### src/sv/vector_normalize_macros.svh
// Assertion macros shared by the vector normalizer RTL.
// Depends on nothing; users supply clk and rst in their own scope.
`ifndef VECTOR_NORMALIZE_MACROS_SVH
`define VECTOR_NORMALIZE_MACROS_SVH

// Implication checked at every clock edge outside reset
`define VN_ASSERT_IMPL(lbl, ante, cons, msg) \
  lbl: assert property (@(posedge clk) disable iff (rst) (ante) |-> (cons)) else $error(msg);

// Condition that must never hold outside reset
`define VN_ASSERT_NEVER(lbl, bad, msg) \
  lbl: assert property (@(posedge clk) disable iff (rst) !(bad)) else $error(msg);

`endif

### src/sv/vnorm_pkg.sv
// Shared widths, constants and stage structs for the vector normalizer.
// Used by the square root cell, the divide cell and the top level.
package vnorm_pkg;

  localparam int COMP_W     = 32;            // component width
  localparam int LIMIT_W    = 16;            // zero length limit width
  localparam int SQRT_STEPS = 32;            // one root bit per cell
  localparam int DIV_STEPS  = 32;            // one quotient bit per cell
  localparam int REM_W      = 34;            // square root partial remainder
  localparam int LANES      = 3;
  localparam logic [COMP_W-1:0] UNIT_ONE = 32'h4000_0000;

  // magnitudes and signs traveling alongside the length computation
  typedef struct packed {
    logic [COMP_W-1:0] mx;
    logic [COMP_W-1:0] my;
    logic [COMP_W-1:0] mz;
    logic              nx;
    logic              ny;
    logic              nz;
    logic              flat;
  } side_t;

  // one word in the square root chain
  typedef struct packed {
    logic [REM_W-1:0]    rem;
    logic [COMP_W-1:0]   root;
    logic [2*COMP_W-1:0] rad;
    side_t               side;
  } sqrt_t;

  typedef struct packed {
    logic zero;
    logic flat;
    logic nx;
    logic ny;
    logic nz;
  } flags_t;

  // one word in the divide chain, three lanes in parallel
  typedef struct packed {
    logic [LANES-1:0][COMP_W-1:0] rem;
    logic [LANES-1:0][COMP_W-1:0] low;
    logic [LANES-1:0][COMP_W-1:0] quo;
    logic [COMP_W-1:0]            len;
    flags_t                       fl;
  } div_t;

  typedef struct packed {
    logic [COMP_W-1:0] ux;
    logic [COMP_W-1:0] uy;
    logic [COMP_W-1:0] uz;
    logic              zero;
  } res_t;

endpackage

### src/sv/vnorm_sqrt_cell.sv
// One digit-by-digit integer square root step: two radicand bits in, one root bit out.
// Depends on vnorm_pkg.
module vnorm_sqrt_cell (
  input  logic             clk,
  input  logic             rst,
  input  logic             en,
  input  logic             vld_i,
  input  vnorm_pkg::sqrt_t d_i,
  output logic             vld_o,
  output vnorm_pkg::sqrt_t d_o
);
  import vnorm_pkg::*;

  logic [REM_W+1:0] wide;
  logic [REM_W+1:0] trial;
  logic [REM_W+1:0] diff;
  logic             ge;
  sqrt_t            d_next;

  // trial subtract of (4*root + 1) from the shifted remainder
  always_comb begin
    wide  = {d_i.rem, d_i.rad[2*COMP_W-1 -: 2]};
    trial = {2'b00, d_i.root, 2'b01};
    diff  = wide - trial;
    ge    = (wide >= trial);
    d_next      = d_i;
    d_next.rem  = ge ? diff[REM_W-1:0] : wide[REM_W-1:0];
    d_next.root = {d_i.root[COMP_W-2:0], ge};
    d_next.rad  = {d_i.rad[2*COMP_W-3:0], 2'b00};
  end

  always_ff @(posedge clk) begin
    if (rst) begin
      vld_o <= 1'b0;
    end else if (en) begin
      vld_o <= vld_i;
    end
  end

  always_ff @(posedge clk) begin
    if (en) begin
      d_o <= d_next;
    end
  end

endmodule

### config.mk
export PLATFORM = sky130hd
export DESIGN_NAME = vnorm_sqrt_cell
export DESIGN_NICKNAME = d
export VERILOG_FILES = /design/src/sv/vector_normalize_macros.svh /design/src/sv/vnorm_pkg.sv /design/src/sv/vnorm_sqrt_cell.sv
export SDC_FILE = /design/constraint.sdc
export NUM_CORES = 1
export LEC_CHECK = 0
export BUFFER_PORTS_ARGS = -buffer_cell sky130_fd_sc_hd__buf_2
export CORE_AREA = 2 2 183 185
export DETAILED_ROUTE_END_ITERATION = 10
export DIE_AREA = 0 0 185 187
export GPL_ROUTABILITY_DRIVEN = 0
export SYNTH_ARGS = -nofsm -noshare
export SYNTH_HDL_FRONTEND = slang
export SYNTH_SLANG_ARGS = --single-unit
### constraint.sdc
create_clock -name clk -period 3.7 [get_ports clk]
set_input_delay 0.37 -clock clk [delete_from_list [all_inputs] [get_ports clk]]
set_output_delay 0.37 -clock clk [all_outputs]
set_load 0.02 [all_outputs]
# Word level (Yosys, flattened, before mapping)
# Cells that the tools add are included.
dict set report word_totals {
  regBits 229
  output_inout_bits 231
  input_bits 234
}
dict set report op_classes {
  n_lt_le_gt_ge 1
  add_sub_neg 1
  n_mux 1
}
# operator n
set ops {}
lappend ops {{36-bit by 34-bit >= comparator with 1-bit output} 1}
lappend ops {{34-bit 2-to-1 mux} 1}
lappend ops {{34-bit subtractor} 1}

# Logic depth before layout (Yosys ltp)
dict set report depth {
  depth_word 2
  depth_mapped 13
}

# Least setup slack after synthesis
# No wires, ideal clock.
dict set report synth_timing {
  kind {input -> register}
  start {input d_i[191] (netlist bit)}
  end {register d_o[199] (netlist bit), data pin}
  n_path_buf 1
  slack_ps 948
  cell_stages 10
  arrival_ps 2490
  setup_time_ps 262
  required_time_ps 3438
  cell_sequence {inv_1 ha_1 a21o_1 a21o_1 a21o_1 a311o_1 a211oi_1 o21a_1 buf_4 mux2_1}
}
# item line
set synth_lines {}
lappend synth_lines {{start: declaration} vnorm_sqrt_cell.sv:8} ;# input vnorm_pkg::sqrt_t d_i,
lappend synth_lines {{end signal: assignment} vnorm_sqrt_cell.sv:42} ;# d_o <= d_next;
lappend synth_lines {{end: declaration} vnorm_sqrt_cell.sv:10} ;# output vnorm_pkg::sqrt_t d_o

==> impl_metrics.ini <==
[logic_synthesis]
synth-edff-count = 228
ys.warnings.count = 0
synth_common_cells = 228 x edfxtp_1, 48 x nand2_1, 41 x inv_1, 34 x ha_1, 31 x o21ai_1
ys_async_sr_fraction_pct = 0
ys_seq_area_share_pct = 74.2
syn_avg_cell_area_um2 = 15.5
synth_top_cell_by_area = edfxtp_1
synth-seq-cells = 229
synth_top_flop_cell = edfxtp_1
yosysMostFrequentCell = edfxtp_1
synthCells = 597
netlist_top_cells_area = edfxtp_1 74%, ha_1 4.6%, nand2_1 1.9%, a21o_1 1.7%, o21ai_1 1.7%
yosysUniqueCellTypes = 58
synth_area_um2 = 9260
synth_top_area_share_pct = 74.0

[setup_path]
cp_slowest_cell = dlygate4sd3_1
critPathBufInv = 4
cpPeakStageDelay_ns = 0.53
path_delay_family = compound AO/OA/AOI/OAI gates
cp.arrival_ns = 3.47
cp-end-kind = flip-flop
crit_path_start_kind = input pin
critPathKind = input pin to flip-flop
worst-path-max-fanout = 14
cp.required_ns = 4.01
path_cells = dlygate4sd3_1, buf_2, inv_1, ha_1, and3_1, nand3_1, nor3_1, a311o_1, a211oi_1, o21a_2, buf_4, o41ai_1

[sta]
hold_violations = 0
max_freq_mhz = 316
max-slew-margin-rel_pct = 37.7
worst_pin_slew_ns = 0.934
holdWs_ns = 0.0246
grt_setup_unrepaired = no
skew_ns = 0
setup_viol = 0
finalSetupTns_ns = 0
slew_violations = 0
fin_crit_ns = 3.16
finalCritPeriodShare_pct = 85.5

[global_route]
grt-ovfl-total = 0
antenna_found_initial = 9
grt_pass1_wl_um = 46900
grt_pass1_vias = 7739
grt_use_total_pct = 18.1
grt_max_degree = 109

[floorplanning]
dieArea_um2 = 34600
coreArea_um2 = 32900
die_w_um = 185
die_h_um = 187
start_util_pct = 28.2
fp-row-count = 67
io-pin-count = 465

[cells_and_area]
drive_above_1_share_pct = 41.6
multi_input_area_um2 = 2170
utilization_pct = 44.0
fillers = 3053
nets = 1500
ff_latch_area_um2 = 6870
area_growth_pct = 56.3
post-route-cell-area_um2 = 14500

[placed_design]
place_hpwl_um = 24200
io_buffer_count = 462
dpl_cell_area_um2 = 12200

[route]
drc = 0
wire_per_inst_um = 19.4
num_vias = 7509
vias_per_cell = 4.41
routed_wl_um = 33000
antenna_left = 0
first_pass_iters = 5
first_iter_violations = 422

[clock_network]
clkTransAtPathRegs_ns = 0.06
cts_tree = done
numCtsBuffers = 27
cts-root-buf = clkbuf_16
clk_latency_ns = 0.53
cts_resized = 0
cts_setup_buffers = 0
clk_path_buf_depth = 3
htreeDepth = 1
cts_sinks = 229

[power_and_ir_drop]
peakVddDrop_mv = 0.271
p_leak_nw = 6.32
power_mw = 7.06
power_density_nw_per_um2 = 488

[job]
maxCapViolCount = 0

[min_path]
hp-class = input pin to flip-flop

[status]
run_status = complete, no violations
[cell families after synthesis]
group                    count (synthesis)  share of synthesized area [%]
AO/OA/AOI/OAI                          129                           9.33
XOR/XNOR                                28                           2.65
adder cells (fa/ha/maj)                 34                           4.60
buffers and inverters                   56                           2.47
flip-flops                             229                           74.2
multiplexers                             7                          0.798
other                                    1                         0.0405
AND/OR/NAND/NOR                        113                           5.93
[stage by stage]
stage	setup WS (ns)	std cells
4_1_cts	0.582	1698
2_1_floorplan	0.948	598
5_1_grt	0.348	1701
3_5_place_dp	0.495	1503
3_3_place_gp	0.535	1503
6_report	0.538	1701
[where the power goes]
| part | internal, mW | switching (mW) |
|---|---|---|
| clock network | 1.47 | 1.05 |
| logic | 0.525 | 0.817 |
| registers | 3.14 | 0.0655 |
[metal layers]
metal | vias up | track usage (%) | part of all wire (%)
li1 | 3534 | - | -
met5 | - | 0 | 0.22
met4 | 10 | 6.35 | 3.4
met1 | 3554 | 20.7 | 38
met2 | 345 | 32.4 | 50
met3 | 66 | 4.96 | 8.4
[flip-flops by register name, indices dropped and copies added, names as in the netlist]
| name | count |
|---|---|
| d_o | 228 |
| vld_o | 1 |
[worst paths after layout]
| check | from | endpoint | slack (ns) | cells past startpoint |
|---|---|---|---|---|
| hold / removal | d_i[159] | d_o[161] | 0.02 | 1 |
| setup / recovery | d_i[182] | d_o[229] | 0.54 | 12 |
| setup reg to reg | vld_o | vld_o | 3.12 | 2 |
| hold reg to reg | vld_o | vld_o | 0.50 | 2 |
[cell type report]
cell class                      instances  area share [%]
Clock inverter                         16           0.943
Timing Repair Buffer                  619            26.8
Tap cell                              448            3.87
Multi-Input combinational cell        313            15.0
Antenna cell                            3          0.0519
Inverter                               42            1.09
Sequential cell                       229            47.5
Clock buffer                           31            4.77
[placed cells by master (no fill, tap or decap), types with 15 or more instances in the layout]
master / instances
a21o_1: 21
a21oi_1: 26
buf_2: 461
clkbuf_16: 27
dlygate4sd3_1: 148
edfxtp_1: 228
ha_1: 34
inv_1: 41
nand2_1: 48
nor2_1: 15
o21ai_1: 31
xor2_1: 16
[what timing repair did]
item                                   4_1_cts  5_1_grt
hold buffers                               148        0
endpoints found under the hold margin      148        0
setup endpoints to repair                    0        0
No activity file was read; power rests on OpenSTA's default activity.
