$ cat src/sv/vector_normalize_macros.svh
// Assertion macros shared by the vector normalizer RTL.
// Depends on nothing; users supply clk and rst in their own scope.
`ifndef VECTOR_NORMALIZE_MACROS_SVH
`define VECTOR_NORMALIZE_MACROS_SVH

// Implication checked at every clock edge outside reset
`define VN_ASSERT_IMPL(lbl, ante, cons, msg) \
  lbl: assert property (@(posedge clk) disable iff (rst) (ante) |-> (cons)) else $error(msg);

// Condition that must never hold outside reset
`define VN_ASSERT_NEVER(lbl, bad, msg) \
  lbl: assert property (@(posedge clk) disable iff (rst) !(bad)) else $error(msg);

`endif

$ cat src/sv/vnorm_pkg.sv
// Shared widths, constants and stage structs for the vector normalizer.
// Used by the square root cell, the divide cell and the top level.
package vnorm_pkg;

  localparam int COMP_W     = 32;            // component width
  localparam int LIMIT_W    = 16;            // zero length limit width
  localparam int SQRT_STEPS = 32;            // one root bit per cell
  localparam int DIV_STEPS  = 32;            // one quotient bit per cell
  localparam int REM_W      = 34;            // square root partial remainder
  localparam int LANES      = 3;
  localparam logic [COMP_W-1:0] UNIT_ONE = 32'h4000_0000;

  // magnitudes and signs traveling alongside the length computation
  typedef struct packed {
    logic [COMP_W-1:0] mx;
    logic [COMP_W-1:0] my;
    logic [COMP_W-1:0] mz;
    logic              nx;
    logic              ny;
    logic              nz;
    logic              flat;
  } side_t;

  // one word in the square root chain
  typedef struct packed {
    logic [REM_W-1:0]    rem;
    logic [COMP_W-1:0]   root;
    logic [2*COMP_W-1:0] rad;
    side_t               side;
  } sqrt_t;

  typedef struct packed {
    logic zero;
    logic flat;
    logic nx;
    logic ny;
    logic nz;
  } flags_t;

  // one word in the divide chain, three lanes in parallel
  typedef struct packed {
    logic [LANES-1:0][COMP_W-1:0] rem;
    logic [LANES-1:0][COMP_W-1:0] low;
    logic [LANES-1:0][COMP_W-1:0] quo;
    logic [COMP_W-1:0]            len;
    flags_t                       fl;
  } div_t;

  typedef struct packed {
    logic [COMP_W-1:0] ux;
    logic [COMP_W-1:0] uy;
    logic [COMP_W-1:0] uz;
    logic              zero;
  } res_t;

endpackage

$ cat src/sv/vnorm_div_cell.sv
// One restoring divide step for all three lanes: one quotient bit per lane.
// Depends on vnorm_pkg.
module vnorm_div_cell (
  input  logic            clk,
  input  logic            rst,
  input  logic            en,
  input  logic            vld_i,
  input  vnorm_pkg::div_t d_i,
  output logic            vld_o,
  output vnorm_pkg::div_t d_o
);
  import vnorm_pkg::*;

  logic [LANES-1:0][COMP_W:0] t;
  logic [LANES-1:0][COMP_W:0] diff;
  logic [LANES-1:0]           ge;
  div_t                       d_next;

  // shift in next numerator bit, subtract length when it fits
  always_comb begin
    d_next = d_i;
    for (int i = 0; i < LANES; i++) begin
      t[i]    = {d_i.rem[i], d_i.low[i][COMP_W-1]};
      diff[i] = t[i] - {1'b0, d_i.len};
      ge[i]   = (t[i] >= {1'b0, d_i.len});
      d_next.rem[i] = ge[i] ? diff[i][COMP_W-1:0] : t[i][COMP_W-1:0];
      d_next.low[i] = {d_i.low[i][COMP_W-2:0], 1'b0};
      d_next.quo[i] = {d_i.quo[i][COMP_W-2:0], ge[i]};
    end
  end

  always_ff @(posedge clk) begin
    if (rst) begin
      vld_o <= 1'b0;
    end else if (en) begin
      vld_o <= vld_i;
    end
  end

  always_ff @(posedge clk) begin
    if (en) begin
      d_o <= d_next;
    end
  end

endmodule

$ cat config.mk
export PLATFORM = sky130hd
export DESIGN_NAME = vnorm_div_cell
export DESIGN_NICKNAME = d
export VERILOG_FILES = /design/src/sv/vector_normalize_macros.svh /design/src/sv/vnorm_pkg.sv /design/src/sv/vnorm_div_cell.sv
export SDC_FILE = /design/constraint.sdc
export NUM_CORES = 1
export LEC_CHECK = 0
export ABC_AREA = 1
export BUFFER_PORTS_ARGS = -buffer_cell sky130_fd_sc_hd__buf_2
export CELL_PAD_IN_SITES_DETAIL_PLACEMENT = 1
export CELL_PAD_IN_SITES_GLOBAL_PLACEMENT = 1
export CORE_AREA = 2 2 258 260
export DETAILED_ROUTE_END_ITERATION = 10
export DIE_AREA = 0 0 260 262
export PLACE_DENSITY = 0.8
export SYNTH_ARGS = -nofsm -noshare
export SYNTH_HDL_FRONTEND = slang
export SYNTH_SLANG_ARGS = --single-unit
export TNS_END_PERCENT = 1
$ cat constraint.sdc
create_clock -name clk -period 1.9 [get_ports clk]
set_input_delay 0.19 -clock clk [delete_from_list [all_inputs] [get_ports clk]]
set_output_delay 0.19 -clock clk [all_outputs]
set_load 0.05 [all_outputs]
* After elaboration in Yosys (flattened, before gate mapping)
Cells that the tools add are included.
Cells by class: $add $sub $neg 3, order comparisons 3, multiplexer cells 3
Operators by type and width (number):
- 33-bit by 32-bit greater-or-equal comparator with 1-bit output | 3
- 32-bit 2-to-1 mux | 3
- 32-bit subtractor | 3
Word-level totals: register bits after elaboration 323, bits of input ports 329, output and inout bits 326, word-level logic and storage cells 25

* Longest topological paths before layout
word-level depth 2, gate-level depth with buffers 16, gate-level depth less buffers 15

* Least setup slack after synthesis
Ideal clock, no wire load.
path kind input-to-reg, start input d_i[9] in the netlist's numbering, end register d_o[315] in the netlist's numbering, data pin, data required time 1.648 ns, stages on the path 14, buffers on the path 1, arrival time 1.611 ns, path slack 0.037 ns, library setup time 0.252 ns, path through inv_1 -> ha_1 -> nand2_1 -> nand2_1 -> nand3b_2 -> nand2_2 -> nand2_2 -> nand2_2 -> nand2_2 -> nand2_4 -> nand2_8 -> buf_6 -> nand2_1 -> nand2_1
RTL lines:
- from (decl) | line vnorm_div_cell.sv:8 | input vnorm_pkg::div_t d_i,
- to (signal assigned) | line vnorm_div_cell.sv:42 | d_o <= d_next;
- to (decl) | line vnorm_div_cell.sv:10 | output vnorm_pkg::div_t d_o

==> results.cfg <==
[critical_path]
max_stage_delay_ns = 0.52
cp-end-kind = flip-flop
crit_chain = dlygate4sd3_1, buf_2, ha_4, or2_2, a21oi_2, nand3_2, nor2_4, buf_12, buf_6, nand3_1, nand2_1
rr_startpoint = vld_o
required_ns = 2.34
path_delay_family = buffers and inverters
r2r_slack_ns = 0.72
regToRegEndpoint = vld_o
r2r_cells = 3
crit_type = in -> reg
worstPathArrival_ns = 2.43
cp-start-kind = input port
crit_buf_inv = 4
crit_start = d_i[323]
critical_path.max_fanout = 8
cpMaxStageDelayCell = dlygate4sd3_1

[synth]
yosysWarnings = 0
syn_area_per_cell_um2 = 8.49
synth_seq_area_share = 0.511
ys_ff_latch = 323
ys_types = 35
synth.cell_area_mm2 = 0.0190
synthCells = 2232

[cells_and_area]
layout-drive-gt1-share = 0.369
fin_nets = 4023
areaGrowthSynthToFinish_pct = 68.9

[clock_network]
clock-sinks = 323
cts.path.max_buffers = 3
cts_buffers = 42
h-tree-depth = 2
clockRootBuffer = clkbuf_16
clk_latency_ns = 0.57
cts.clk_slew.worst_paths_ns = 0.06
cts_tree = built

[route]
routed_wl_mm = 114
vias = 21900
detail_route.wl_per_cell_um = 25.4
drt_first_pass_iters = 5
drtIter0Drc = 1450
antenna_left = 0
drc = 0
viasPerCell = 4.86

[global_routing]
gr-total-overflow = 0
antenna_found_initial = 22
grt_pass1_wl_mm = 153
grt_max_degree = 43
gr-usage-all-layers = 0.313
grt_pass1_vias = 22500

[sta]
hold_viol_final = 0
final.min_clock_period_ns = 1.99
setup_slack_ns = -0.0927
rsz0062_at_grt = true
drv_slew = 0
hold_slack_ns = 0.0278
fin_skew_ns = 0
setup_viol = 32
period_share = 1.05
fmax_mhz = 502

[min_path]
whs_path_depth = 3
whs_endpoint = d_o[279]
hold_path_class = in -> reg
hold_start = d_i[278]

[pwr]
p_int_mw = 16.6
power_frac_clock = 0.301
p_comb_frac = 0.361
p_seq_frac = 0.338
max-vdd-ir-drop_v = 0.000515
leakagePower_nw = 16.0
p_sw_frac = 0.381
switchingPower_mw = 10.2
p_per_area_mw_per_mm2 = 838

[die]
coreArea_mm2 = 0.0653
num_rows = 94
initial_utilization = 0.290
die-area_mm2 = 0.0681
ios = 655
die_x_um = 260
die_h_um = 262

[status]
violations = setup timing
status = finished with violations

[placed_design]
dp_hpwl_mm = 85.4
port_buffers = 648
dp_slack_ns = -0.694
gp_congestion = 0.952

[job]
cap_violations = 0
==> per-stage QoR <==
| step | util | area (µm²) | power (mW) | setup TNS (ns) | std cells |
|---|---|---|---|---|---|
| 3_5_place_dp | 0.402 | 26300 | 17.6 | -61.76 | 4097 |
| 6_report | 0.490 | 32000 | 26.8 | -2.04 | 4502 |
| 3_3_place_gp | 0.402 | 26300 | 17.4 | -58.60 | 4097 |
| 4_1_cts | 0.469 | 30600 | 26.2 | -0.0117 | 4464 |
| 5_1_grt | 0.490 | 32000 | 27.7 | -6.33 | 4494 |
| 2_1_floorplan | - | 19000 | 13.9 | 0 | 2234 |
==> sequential cells by signal, indices dropped and copies added, names as in the netlist <==
signal	flops
d_o	322
vld_o	1
==> synth_stat cells <==
master    instances  area share
nand3_1         162       0.043
xnor2_1           3      0.0014
nor2_2           12      0.0040
nor2_1          110       0.022
nor2_4            4      0.0024
nor3_2            4      0.0021
nand3b_2          1     0.00059
nor3_1           25      0.0066
edfxtp_1        322        0.51
nand2_8           3      0.0032
a21oi_2           1     0.00046
nand3b_1         22      0.0087
nand2_1         851        0.17
mux2i_1           1     0.00053
nand2_2          13      0.0043
o21ai_0           6      0.0016
inv_1           397       0.079
nand4_1           9      0.0030
o21bai_1          4      0.0016
buf_12            1      0.0011
xor2_1           39       0.018
inv_2             2     0.00040
a21oi_1          59       0.016
nand3_2          33       0.017
fa_1              3      0.0032
conb_1            1     0.00020
or2_2             1     0.00033
buf_8             3      0.0024
and2_1           15      0.0050
buf_2            19      0.0050
nand2_4           1     0.00059
dfxtp_1           1      0.0011
buf_4             3      0.0012
buf_6             5      0.0030
ha_1             96       0.063
==> worst max-delay path by stage <==
stage	endpoint	slack (ns)	cells past startpoint
final	d_o[298]	-0.09	11
after global routing	d_o[311]	-0.15	16
after CTS	d_o[290]	-0.01	13
after detailed placement	d_o[304]	-0.69	14
after global placement	d_o[322]	-0.69	14
after floorplan	d_o[315]	0.04	14
==> cells in the final DEF (no fill, tap or decap), types with 4 or more instances in the layout <==
cell type	instances
a21oi_2	5
inv_1	381
nand2_2	53
dlygate4sd3_1	289
edfxtp_1	322
inv_2	5
buf_12	36
clkbuf_1	12
buf_4	351
a21oi_1	55
clkbuf_16	46
nand3_2	40
diode_2	13
clkinv_1	5
and2_1	15
ha_4	39
nand2_1	804
o21ai_0	6
nor3_1	14
clkinvlp_4	14
nand3_1	154
xor2_1	39
buf_6	15
nor2_1	93
buf_2	641
nand4_1	9
buf_8	5
ha_1	53
nand2_4	10
nand3b_1	22
nor3_2	12
nor2_4	17
ha_2	4
nor2_2	16
nand2_8	6
clkinv_2	4
==> what timing repair did <==
action | in CTS | in global routing
setup endpoints to repair | 81 | 97
pin swaps | 0 | 36
cloned | 0 | 8
setup buffers | 3 | 18
gates resized for setup | 16 | 204
hold buffers | 290 | 0
hold endpoints to repair | 289 | 0
==> metal layers <==
metal | vias up | part of all wire | track usage
met3 | 360 | 0.074 | 0.0642
li1 | 9870 | - | -
met5 | - | 0.00080 | 0
met1 | 10600 | 0.37 | 0.364
met4 | 14 | 0.083 | 0.204
met2 | 1071 | 0.47 | 0.523
==> kinds of logic after synthesis <==
logic type / share of synthesized area
DFF: 0.511
and+or+nand+nor: 0.291
muxes: 0.000528
buffers and inverters: 0.0916
adders and majority gates: 0.0665
AOI/OAI and AO/OA: 0.0192
xor gates and xnor gates: 0.0194
other: 0.000198
==> power groups by stage <==
stage	clock network [mW]	registers, mW	logic (mW)
2_1_floorplan	0	11.6	2.33
3_3_place_gp	0	9.17	8.26
3_5_place_dp	0	9.15	8.43
4_1_cts	8.14	9.04	9.01
5_1_grt	8.41	9.11	10.2
6_report	8.09	9.07	9.68
==> worst min-delay path, stage by stage <==
cell	delay (ns)
buf_2	0.15
nand3_1	0.09
nand2_1	0.07
==> cell type report <==
| type | instances | area, µm² |
|---|---|---|
| timing repair buffer | 1343 | 9800 |
| clock buffer | 58 | 1160 |
| clock inverter | 16 | 176 |
| sequential | 323 | 9690 |
| antenna | 13 | 32.5 |
| tap | 864 | 1080 |
| inverter | 399 | 1550 |
| multi-input combinational | 1486 | 8520 |
| fill | 7747 | 33300 |
Note: power is estimated with default switching activity, not from simulation.
